<file path="config.mk">
export PLATFORM = sky130hd
export DESIGN_NAME = bounded_stack_with_search
export DESIGN_NICKNAME = d
export VERILOG_FILES = /design/src/design/bsws_pkg.sv /design/src/design/bsws_cell.sv /design/src/design/bsws_prio.sv /design/src/design/bounded_stack_with_search.sv
export SDC_FILE = /design/constraint.sdc
export NUM_CORES = 1
export LEC_CHECK = 0
export BUFFER_PORTS_ARGS = -buffer_cell sky130_fd_sc_hd__buf_2
export CAP_MARGIN = 20
export CORE_MARGIN = 4
export CORE_UTILIZATION = 35
export CTS_BUF_LIST = sky130_fd_sc_hd__clkbuf_8
export CTS_CLUSTER_SIZE = 16
export DETAILED_ROUTE_END_ITERATION = 10
export PLACE_DENSITY = 0.52
export RECOVER_POWER = 50
export SYNTH_ARGS = -nofsm -noshare
export SYNTH_HDL_FRONTEND = slang
export SYNTH_SLANG_ARGS = --single-unit
</file>
<file path="constraint.sdc">
create_clock -name aclk -period 15.35 [get_ports aclk]
set_input_delay 2.3025 -clock aclk [delete_from_list [all_inputs] [get_ports aclk]]
set_output_delay 2.3025 -clock aclk [all_outputs]
set_load 0.02 [all_outputs]
</file>
<file path="src/design/bsws_pkg.sv">
// Shared types, codes and defaults for the bounded stack with search.
package bsws_pkg;

    localparam int DEPTH_DEFAULT = 16;
    localparam int WORD_W        = 32;
    localparam int CMD_W         = 2;
    localparam int STATUS_W      = 2;
    localparam int COUNT_W       = 5;
    localparam int POS_W         = 4;
    localparam int CAP_RESET     = 16;

    localparam logic [CMD_W-1:0] CMD_PUSH   = 2'd0;
    localparam logic [CMD_W-1:0] CMD_POP    = 2'd1;
    localparam logic [CMD_W-1:0] CMD_SEARCH = 2'd2;

    localparam logic [STATUS_W-1:0] STATUS_OK        = 2'd0;
    localparam logic [STATUS_W-1:0] STATUS_FULL_REJ  = 2'd1;
    localparam logic [STATUS_W-1:0] STATUS_EMPTY_REJ = 2'd2;

    localparam logic [WORD_W-1:0] EMPTY_TOP = '1;

    typedef struct packed {
        logic              push;
        logic              pop;
        logic [WORD_W-1:0] key;
    } cell_ctl_t;

endpackage

</file>
<file path="src/design/bsws_cell.sv">
// One stack cell: holds a word, shifts on push or pop, compares against the key.
module bsws_cell (
    input  logic                        aclk,
    input  bsws_pkg::cell_ctl_t         ctl,
    input  logic [bsws_pkg::WORD_W-1:0] from_above,
    input  logic [bsws_pkg::WORD_W-1:0] from_below,
    output logic [bsws_pkg::WORD_W-1:0] data_out,
    output logic                        hit
);

    logic [bsws_pkg::WORD_W-1:0] data_reg;

    always_ff @(posedge aclk) begin
        if (ctl.push) begin
            data_reg <= from_above;
        end else if (ctl.pop) begin
            data_reg <= from_below;
        end
    end

    assign data_out = data_reg;
    assign hit      = (data_reg == ctl.key);

endmodule

</file>
<file path="src/design/bsws_prio.sv">
// Priority encoder: index of the lowest set hit, i.e. the match nearest the top.
module bsws_prio #(
    parameter int DEPTH = bsws_pkg::DEPTH_DEFAULT,
    localparam int IW   = $clog2(DEPTH)
) (
    input  logic [DEPTH-1:0] hits,
    output logic             any,
    output logic [IW-1:0]    idx
);

    always_comb begin
        idx = '0;
        for (int i = DEPTH - 1; i >= 0; i--) begin
            if (hits[i]) begin
                idx = IW'(i);
            end
        end
        any = |hits;
    end

endmodule

</file>
<file path="src/design/bounded_stack_with_search.sv">
// Top level of the bounded stack with search: cell row, control and result register.
//
//  channel  | direction | tdata                         | tuser
//  s_       | in        | operand_value                 | cmd
//  m_       | out       | top/count/full/empty/found/pos| status
//  cfg_     | in        | capacity (write only)         | -
//
// An item passes through the cell row, which shifts and compares, and then the encode stage,
// where the registered hit vector is encoded into the result register once the output is free.
// A new transfer is taken only while no item waits in the encode stage.
// Reset empties the stack and sets capacity to 16; cell contents are not cleared.
// A stall on m_ holds the result and blocks further input.
module bounded_stack_with_search #(
    parameter int DEPTH = bsws_pkg::DEPTH_DEFAULT
) (
    input  logic        aclk,
    input  logic        aresetn,
    input  logic        s_tvalid,
    output logic        s_tready,
    input  logic [31:0] s_tdata,   // [31:0] operand_value
    input  logic [1:0]  s_tuser,   // [1:0] cmd
    output logic        m_tvalid,
    input  logic        m_tready,
    output logic [47:0] m_tdata,   // [31:0] top_value, [36:32] entry_count, [37] is_full,
                                   // [38] is_empty, [39] found, [43:40] match_position
    output logic [1:0]  m_tuser,   // [1:0] status
    input  logic        cfg_wr_en,
    input  logic [4:0]  cfg_wr_data
);

    localparam int IW = $clog2(DEPTH);
    localparam int W  = bsws_pkg::WORD_W;
    localparam int CW = bsws_pkg::COUNT_W;

    logic [CW-1:0]                   cap_reg;
    logic [CW-1:0]                   cap_eff;
    logic [CW-1:0]                   count_reg, count_next;
    logic                            pend_valid_reg;
    logic [bsws_pkg::STATUS_W-1:0]   pend_status_reg, status_next;
    logic                            pend_search_reg;
    logic [DEPTH-1:0]                hit_reg;
    logic                            out_valid_reg;
    logic [bsws_pkg::STATUS_W-1:0]   out_status_reg;
    logic [W-1:0]                    out_top_reg;
    logic [CW-1:0]                   out_count_reg;
    logic                            out_full_reg;
    logic                            out_empty_reg;
    logic                            out_found_reg;
    logic [bsws_pkg::POS_W-1:0]      out_pos_reg;

    logic                            in_xfer;
    logic                            out_free;
    logic                            is_full_now;
    bsws_pkg::cell_ctl_t             ctl;
    logic [W-1:0]                    cell_data [DEPTH];
    logic [DEPTH-1:0]                cell_hit;
    logic [DEPTH-1:0]                hit_masked;
    logic                            prio_any;
    logic [IW-1:0]                   prio_idx;

    assign out_free = !out_valid_reg || m_tready;
    assign s_tready = !pend_valid_reg;
    assign in_xfer  = s_tvalid && s_tready;

    always_comb begin
        if (cap_reg == '0) begin
            cap_eff = CW'(1);
        end else if (32'(cap_reg) > 32'(DEPTH)) begin
            cap_eff = CW'(DEPTH);
        end else begin
            cap_eff = cap_reg;
        end
    end

    assign is_full_now = (count_reg >= cap_eff);

    always_comb begin
        ctl.push    = 1'b0;
        ctl.pop     = 1'b0;
        ctl.key     = s_tdata;
        status_next = bsws_pkg::STATUS_OK;
        count_next  = count_reg;
        if (in_xfer) begin
            case (s_tuser)
                bsws_pkg::CMD_PUSH: begin
                    if (is_full_now) begin
                        status_next = bsws_pkg::STATUS_FULL_REJ;
                    end else begin
                        ctl.push   = 1'b1;
                        count_next = count_reg + CW'(1);
                    end
                end
                bsws_pkg::CMD_POP: begin
                    if (count_reg == '0) begin
                        status_next = bsws_pkg::STATUS_EMPTY_REJ;
                    end else begin
                        ctl.pop    = 1'b1;
                        count_next = count_reg - CW'(1);
                    end
                end
                default: begin
                end
            endcase
        end
    end

    for (genvar i = 0; i < DEPTH; i++) begin : g_cell
        logic [W-1:0] above;
        logic [W-1:0] below;
        if (i == 0) begin : g_top
            assign above = s_tdata;
        end else begin : g_mid
            assign above = cell_data[i-1];
        end
        if (i == DEPTH - 1) begin : g_bot
            assign below = '0;
        end else begin : g_up
            assign below = cell_data[i+1];
        end
        bsws_cell u_cell (
            .aclk       (aclk),
            .ctl        (ctl),
            .from_above (above),
            .from_below (below),
            .data_out   (cell_data[i]),
            .hit        (cell_hit[i])
        );
        assign hit_masked[i] = cell_hit[i] && (32'(i) < 32'(count_reg));
    end

    bsws_prio #(.DEPTH(DEPTH)) u_prio (
        .hits (hit_reg),
        .any  (prio_any),
        .idx  (prio_idx)
    );

    always_ff @(posedge aclk) begin
        if (!aresetn) begin
            cap_reg        <= CW'(bsws_pkg::CAP_RESET);
            count_reg      <= '0;
            pend_valid_reg <= 1'b0;
            out_valid_reg  <= 1'b0;
        end else begin
            if (cfg_wr_en) begin
                cap_reg <= cfg_wr_data;
            end
            count_reg <= count_next;
            if (in_xfer) begin
                pend_valid_reg <= 1'b1;
            end else if (pend_valid_reg && out_free) begin
                pend_valid_reg <= 1'b0;
            end
            if (pend_valid_reg && out_free) begin
                out_valid_reg <= 1'b1;
            end else if (m_tready) begin
                out_valid_reg <= 1'b0;
            end
        end
    end

    always_ff @(posedge aclk) begin
        if (in_xfer) begin
            pend_status_reg <= status_next;
            pend_search_reg <= (s_tuser == bsws_pkg::CMD_SEARCH);
            hit_reg         <= hit_masked;
        end
        if (pend_valid_reg && out_free) begin
            out_status_reg <= pend_status_reg;
            out_top_reg    <= (count_reg == '0) ? bsws_pkg::EMPTY_TOP : cell_data[0];
            out_count_reg  <= count_reg;
            out_full_reg   <= is_full_now;
            out_empty_reg  <= (count_reg == '0);
            out_found_reg  <= pend_search_reg && prio_any;
            out_pos_reg    <= (pend_search_reg && prio_any)
                              ? bsws_pkg::POS_W'(count_reg - CW'(1) - CW'(prio_idx))
                              : '0;
        end
    end

    assign m_tvalid = out_valid_reg;
    assign m_tuser  = out_status_reg;
    assign m_tdata  = {4'b0000, out_pos_reg, out_found_reg, out_empty_reg, out_full_reg,
                       out_count_reg, out_top_reg};

endmodule

</file>
# Word-level counts from Yosys, hierarchy flattened
# Cells that the tools add are included.
# op_classes
add_sub_neg,3
n_lt_le_gt_ge,18
eq_ne,20
mux,65
reduce_logical,31
# op_table
cell,n
$mux W32,32
$eq A32 B32 Y1,16
$mux W4,16
$lt A4 B5 Y1 const A,8
$lt A3 B5 Y1 const A,4
$mux W5,4
$logic_and A1 B1 Y1,19
$reduce_or A16 Y1,1
$logic_not A5 Y1,2
$lt A1 B5 Y1 const A,2
$lt A2 B5 Y1 const A,2
$pmux W5 S2,1
$mux W1,9
$reduce_bool A2 Y1,4
$add A5 B1 Y5 const B,1
$ge A5 B5 Y1,1
$gt A5 B5 Y1 const B,1
$sub A5 B1 Y5 const B,1
$mux W2,2
$ne A2 B2 Y1 const B,2
$pmux W2 S2,1
$reduce_and A4 Y1,1
$sub A4 B4 Y4,1
$eq A2 B1 Y1 const B,1
other kinds (4),5
# word_totals
reg_bits,589
in_bits,44
wordCells,167

# Logic depth before layout (Yosys ltp)
# depth
word_depth,17
mapped_depth,12
mapped_depth_nobuf,11

# Cells and area by module
# From an unflattened synthesis, not the netlist that was laid out.
# hier_totals
cells_unflattened,2092
hier_area_um2,30964.7
# modules_own_cells
mod,instances,cells_each,area_each_um2
bsws_cell,16,112,1712.9
bounded_stack_with_search,1,266,3382.0
bsws_prio,1,34,176.4

# Least setup slack after synthesis
# Ideal clock, no wire load.
# synth_path
path_kind,input -> register
startpoint,in s_tvalid
endpoint,"reg g_cell[0].u_cell.data_reg, in the netlist g_cell[0].u_cell.data_out[0] (enable)"
setup_ps,3660
arrival_ps,11254
required_time_ps,11690
setup_slack_ps,436
stages,5
path_cell_list,nand2b_1 nor3_2 o211ai_1 clkbuf_1 nand2_1
# synth_via
elab_chain_cells,3
# synth_lines
element,line_no,source
start: declaration,bounded_stack_with_search.sv:18,"input logic s_tvalid,"
$logic_and A1 B1 Y1,bounded_stack_with_search.sv:63,assign in_xfer = s_tvalid && s_tready;
$mux W2,bounded_stack_with_search.sv:83,if (in_xfer) begin
$reduce_bool A2 Y1 (no line),n/a,
end signal: assignment,bsws_cell.sv:15,data_reg <= from_above;
end signal: assignment,bsws_cell.sv:17,data_reg <= from_below;
end: declaration,bsws_cell.sv:11,logic [bsws_pkg::WORD_W-1:0] data_reg;
# No other way between the ends.
# A chain may end at the register's enable or synchronous reset.

# Worst setup path in the final report
# layout_path
startpoint,in s_tuser[1]
endpoint,"reg g_cell[11].u_cell.data_reg, in the netlist g_cell[11].u_cell.data_out[19] (enable)"
# layout_via
elab_chain_cells,4
# layout_lines
element,line_no,source
start: declaration,bounded_stack_with_search.sv:21,"input logic [1:0] s_tuser,"
$eq A2 B1 Y1 or $logic_not A2 Y1 (tied branches),bounded_stack_with_search.sv:84,case (s_tuser)
$mux W1,bounded_stack_with_search.sv:84,
$mux W2 *,bounded_stack_with_search.sv:83,
$reduce_bool A2 Y1 (no line) *,n/a,
end signal: assignment,bsws_cell.sv:15,
end signal: assignment,bsws_cell.sv:17,
end: declaration,bsws_cell.sv:11,
# Every way passes the cells marked *; elsewhere a longest branch is shown, timed or not.

==> metrics.txt <==
peak fanout along the critical path=between 70 and 80; clock skew after layout=0.0450 ns; ratio of cells with drive above 1 in the final layout=about 7%; most numerous cell types in the synthesized netlist=sky130_fd_sc_hd__nand2_1, sky130_fd_sc_hd__edfxtp_1, sky130_fd_sc_hd__xor2_1; Num Clock Sinks=~590; Power Internal=between 2000 and 3000 uW; first-pass GRT wire length=between 100000 and 150000 um; share of power burned in registers=52.1%; Total Die Area=about 93000 um^2; Residual DRC=0; Overflow after GRT=0; antenna violations before repair=1; H-Tree Level Count=3; total via count in the routed design=roughly 22000; initial detailed-routing violation count=roughly 2200; Cell variety after synth=55; prevailing post-synth register cell=sky130_fd_sc_hd__edfxtp_1; GRT Total Usage=roughly 21%; largest net degree at the start of global routing=roughly 190; count of final max-slew check failures=690; TNS Setup=0 ns; Max transition margin=-200%; status=finished with violations; routed wirelength normalized by instance count=22.4 um; time the worst path needs with I/O delays and setup=10.10 ns; Synth Area per Inst=roughly 9.9 um^2; type of the worst setup path=primary input to flop; period utilization=65.8%; Placer Congestion=around 0.85; TritonCTS clock tree=built; leading cell type by number of instances after synthesis=sky130_fd_sc_hd__nand2_1; Core Rows=108; Worst-path clk slew=0.06 ns; count of flip-flops with a built-in enable after synthesis=between 500 and 600; Hold-fix buffers, CTS=0; I/O pin count=96; post-CTS setup repair buffer count=0; PD cells=between 100 and 150 nW/um^2; top cells by area, synth=sky130_fd_sc_hd__edfxtp_1, sky130_fd_sc_hd__nand2_1, sky130_fd_sc_hd__xor2_1; sequential cell area fraction in the yosys report=between 50% and 60%; total chip power=a little under 4000 uW; clk_lat worst skew=roughly 0.72 ns; Inserted Clock Buffers=slightly above 100; top-area cell type share of the netlist area=between 50% and 60%; via count of the first global-routing pass=21179; number of setup violations in the final report=0; Combinational Power Share=between 10 and 15%; Sw Ratio=approximately 30%; CTS Root Buffer Type=sky130_fd_sc_hd__clkbuf_8; worst ir drop on vdd=0.0686 mV; chip width=305 um; achievable frequency=a little under 100 MHz; drt first pass iters=7; clock share of power=33.5%; total of max-cap violations=11; Fin. Hold Viols=0; net switching power figure=around 1200 uW; starting utilization of the core area=around 35%; synth-to-layout area growth=9.82%; # resized after CTS=0; HPWL after detailed placement=roughly 70000 um; CP Launch Type=primary input; Die Ht=305 um; post-synthesis instance area=~30000 um^2; RSZ-0062 raised after global routing=no; clock buffer depth=3; flip-flop count of the largest register, all copies and words added=slightly above 500; failing checks=max-capacitance violations, max-slew violations; Hold Crit Class=flop to flop; flop and latch count out of synthesis=around 590; static leakage=0.0133 uW; final routed wirelength across all metal layers=99000 um; Final nets=~3200; category of the worst setup path capture point=flop; number of warning messages in the yosys log=0; Req. time, crit path=roughly 15 ns; core outline area=between 80000 and 90000 um^2; cell type with the largest total area after synthesis=sky130_fd_sc_hd__edfxtp_1; via/cell ratio=4.97; actual slew at the worst max-slew pin=4.50 ns; Synth async-reset ratio=0%; Port-buffer cells=between 90 and 100; gate count after technology mapping=approximately 3100; data arrival time of the critical path=just under 10 ns; Routed Antenna Nets=0; number of fill cells in the layout=slightly below 9000
metrics by stage:
stage | instance area, um^2 | setup WS [ns] | hold slack (ns) | std cells | utilization, %
after global routing | 33900 | 4.59 | 0.445 | 4410 | 38.9
after CTS | 34000 | 9.33 | 0.421 | 4404 | 39.1
after global placement | 32200 | 8.61 | 0.403 | 4227 | 37.0
after floorplan | 30900 | 0.436 | 0.400 | 3132 | -
final | 33900 | 5.25 | 0.422 | 4410 | 38.9
after detailed placement | 32200 | 8.59 | 0.408 | 4227 | 37.0
worst paths after layout:
kind / start / depth (start not counted) / slack, ns / to
max: s_tuser[1] / 6 / 5.25 / g_cell[11].u_cell.data_out[19]
min: pend_status_reg[0] / 0 / 0.42 / m_tuser[0]
max reg2reg: count_reg[0] / 8 / 5.79 / g_cell[11].u_cell.data_out[19]
min reg2reg: pend_status_reg[0] / 0 / 0.42 / m_tuser[0]
cell usage in the layout (no fill, tap or decap), drive strengths merged, types with 2 or more instances in the layout:
cell type / netlist / layout
nand2: 1456 / 1456
edfxtp: 577 / 577
xor2: 321 / 321
xnor2: 196 / 196
clkbuf: 83 / 172
nor4: 90 / 90
buf: 108 / 67
nand4: 62 / 62
clkinv: 0 / 42
inv: 11 / 38
and2: 34 / 34
or2: 32 / 32
nand3: 20 / 20
nor3: 18 / 18
nor2: 14 / 14
ha: 12 / 12
dfxtp: 12 / 12
nand2b: 8 / 8
nor2b: 8 / 8
o21ai: 7 / 7
a21oi: 7 / 7
mux2i: 6 / 6
diode: 0 / 5
a2111oi: 5 / 5
conb: 1 / 4
o21a: 3 / 3
o211ai: 3 / 3
nor4b: 3 / 3
nand3b: 3 / 3
or4: 3 / 3
a211oi: 2 / 2
o211a: 2 / 2
o31ai: 2 / 2
or3: 2 / 2
a211o: 2 / 2
power by group through the flow:
stage	sequential [uW]	clock, uW	combinational [uW]
4_1_cts	2060	1350	577
6_report	2060	1330	573
3_5_place_dp	2090	0	575
3_3_place_gp	2090	0	569
5_1_grt	2080	1430	631
2_1_floorplan	2120	0	393
kinds of logic after synthesis:
| logic type | count (synthesis) | share of synthesized area, % |
|---|---|---|
| buffers and inverters | 202 | 3.04 |
| AND/OR/NAND/NOR | 1756 | 23.6 |
| adder cells (fa/ha/maj) | 13 | 0.551 |
| other | 1 | 0.0121 |
| flip-flops | 589 | 56.9 |
| multiplexers | 7 | 0.231 |
| XOR/XNOR | 517 | 14.7 |
| AO/OA/AOI/OAI | 44 | 1.03 |
critical path, stage by stage:
cell and delay (ns):
sky130_fd_sc_hd__clkbuf_1 0.20, sky130_fd_sc_hd__nor3_1 0.19, sky130_fd_sc_hd__o211ai_1 0.12, sky130_fd_sc_hd__clkbuf_1 2.50, sky130_fd_sc_hd__nand2_1 2.62, sky130_fd_sc_hd__clkbuf_1 1.86
cell type report:
class	count	area [um^2]	share of cell area [%]
sequential	589	17600	51.8
clock inverter	70	319	0.940
inverter	11	41.3	0.122
timing repair buffer	132	682	2.01
antenna	5	12.5	0.0369
tap	1155	1450	4.26
multi-input combinational	2341	12400	36.5
clock buffer	107	1470	4.34
per-layer routing:
layer  global-route usage, %  up-vias  part of all wire (%)
met2                    33.7      655                    47
met4                    6.82        0                   3.3
met1                    28.8    10663                    45
met3                    2.52      142                   4.4
li1                        -    10441                     -
met5                       0        -                     0
No activity file was read; power rests on OpenSTA's default activity.
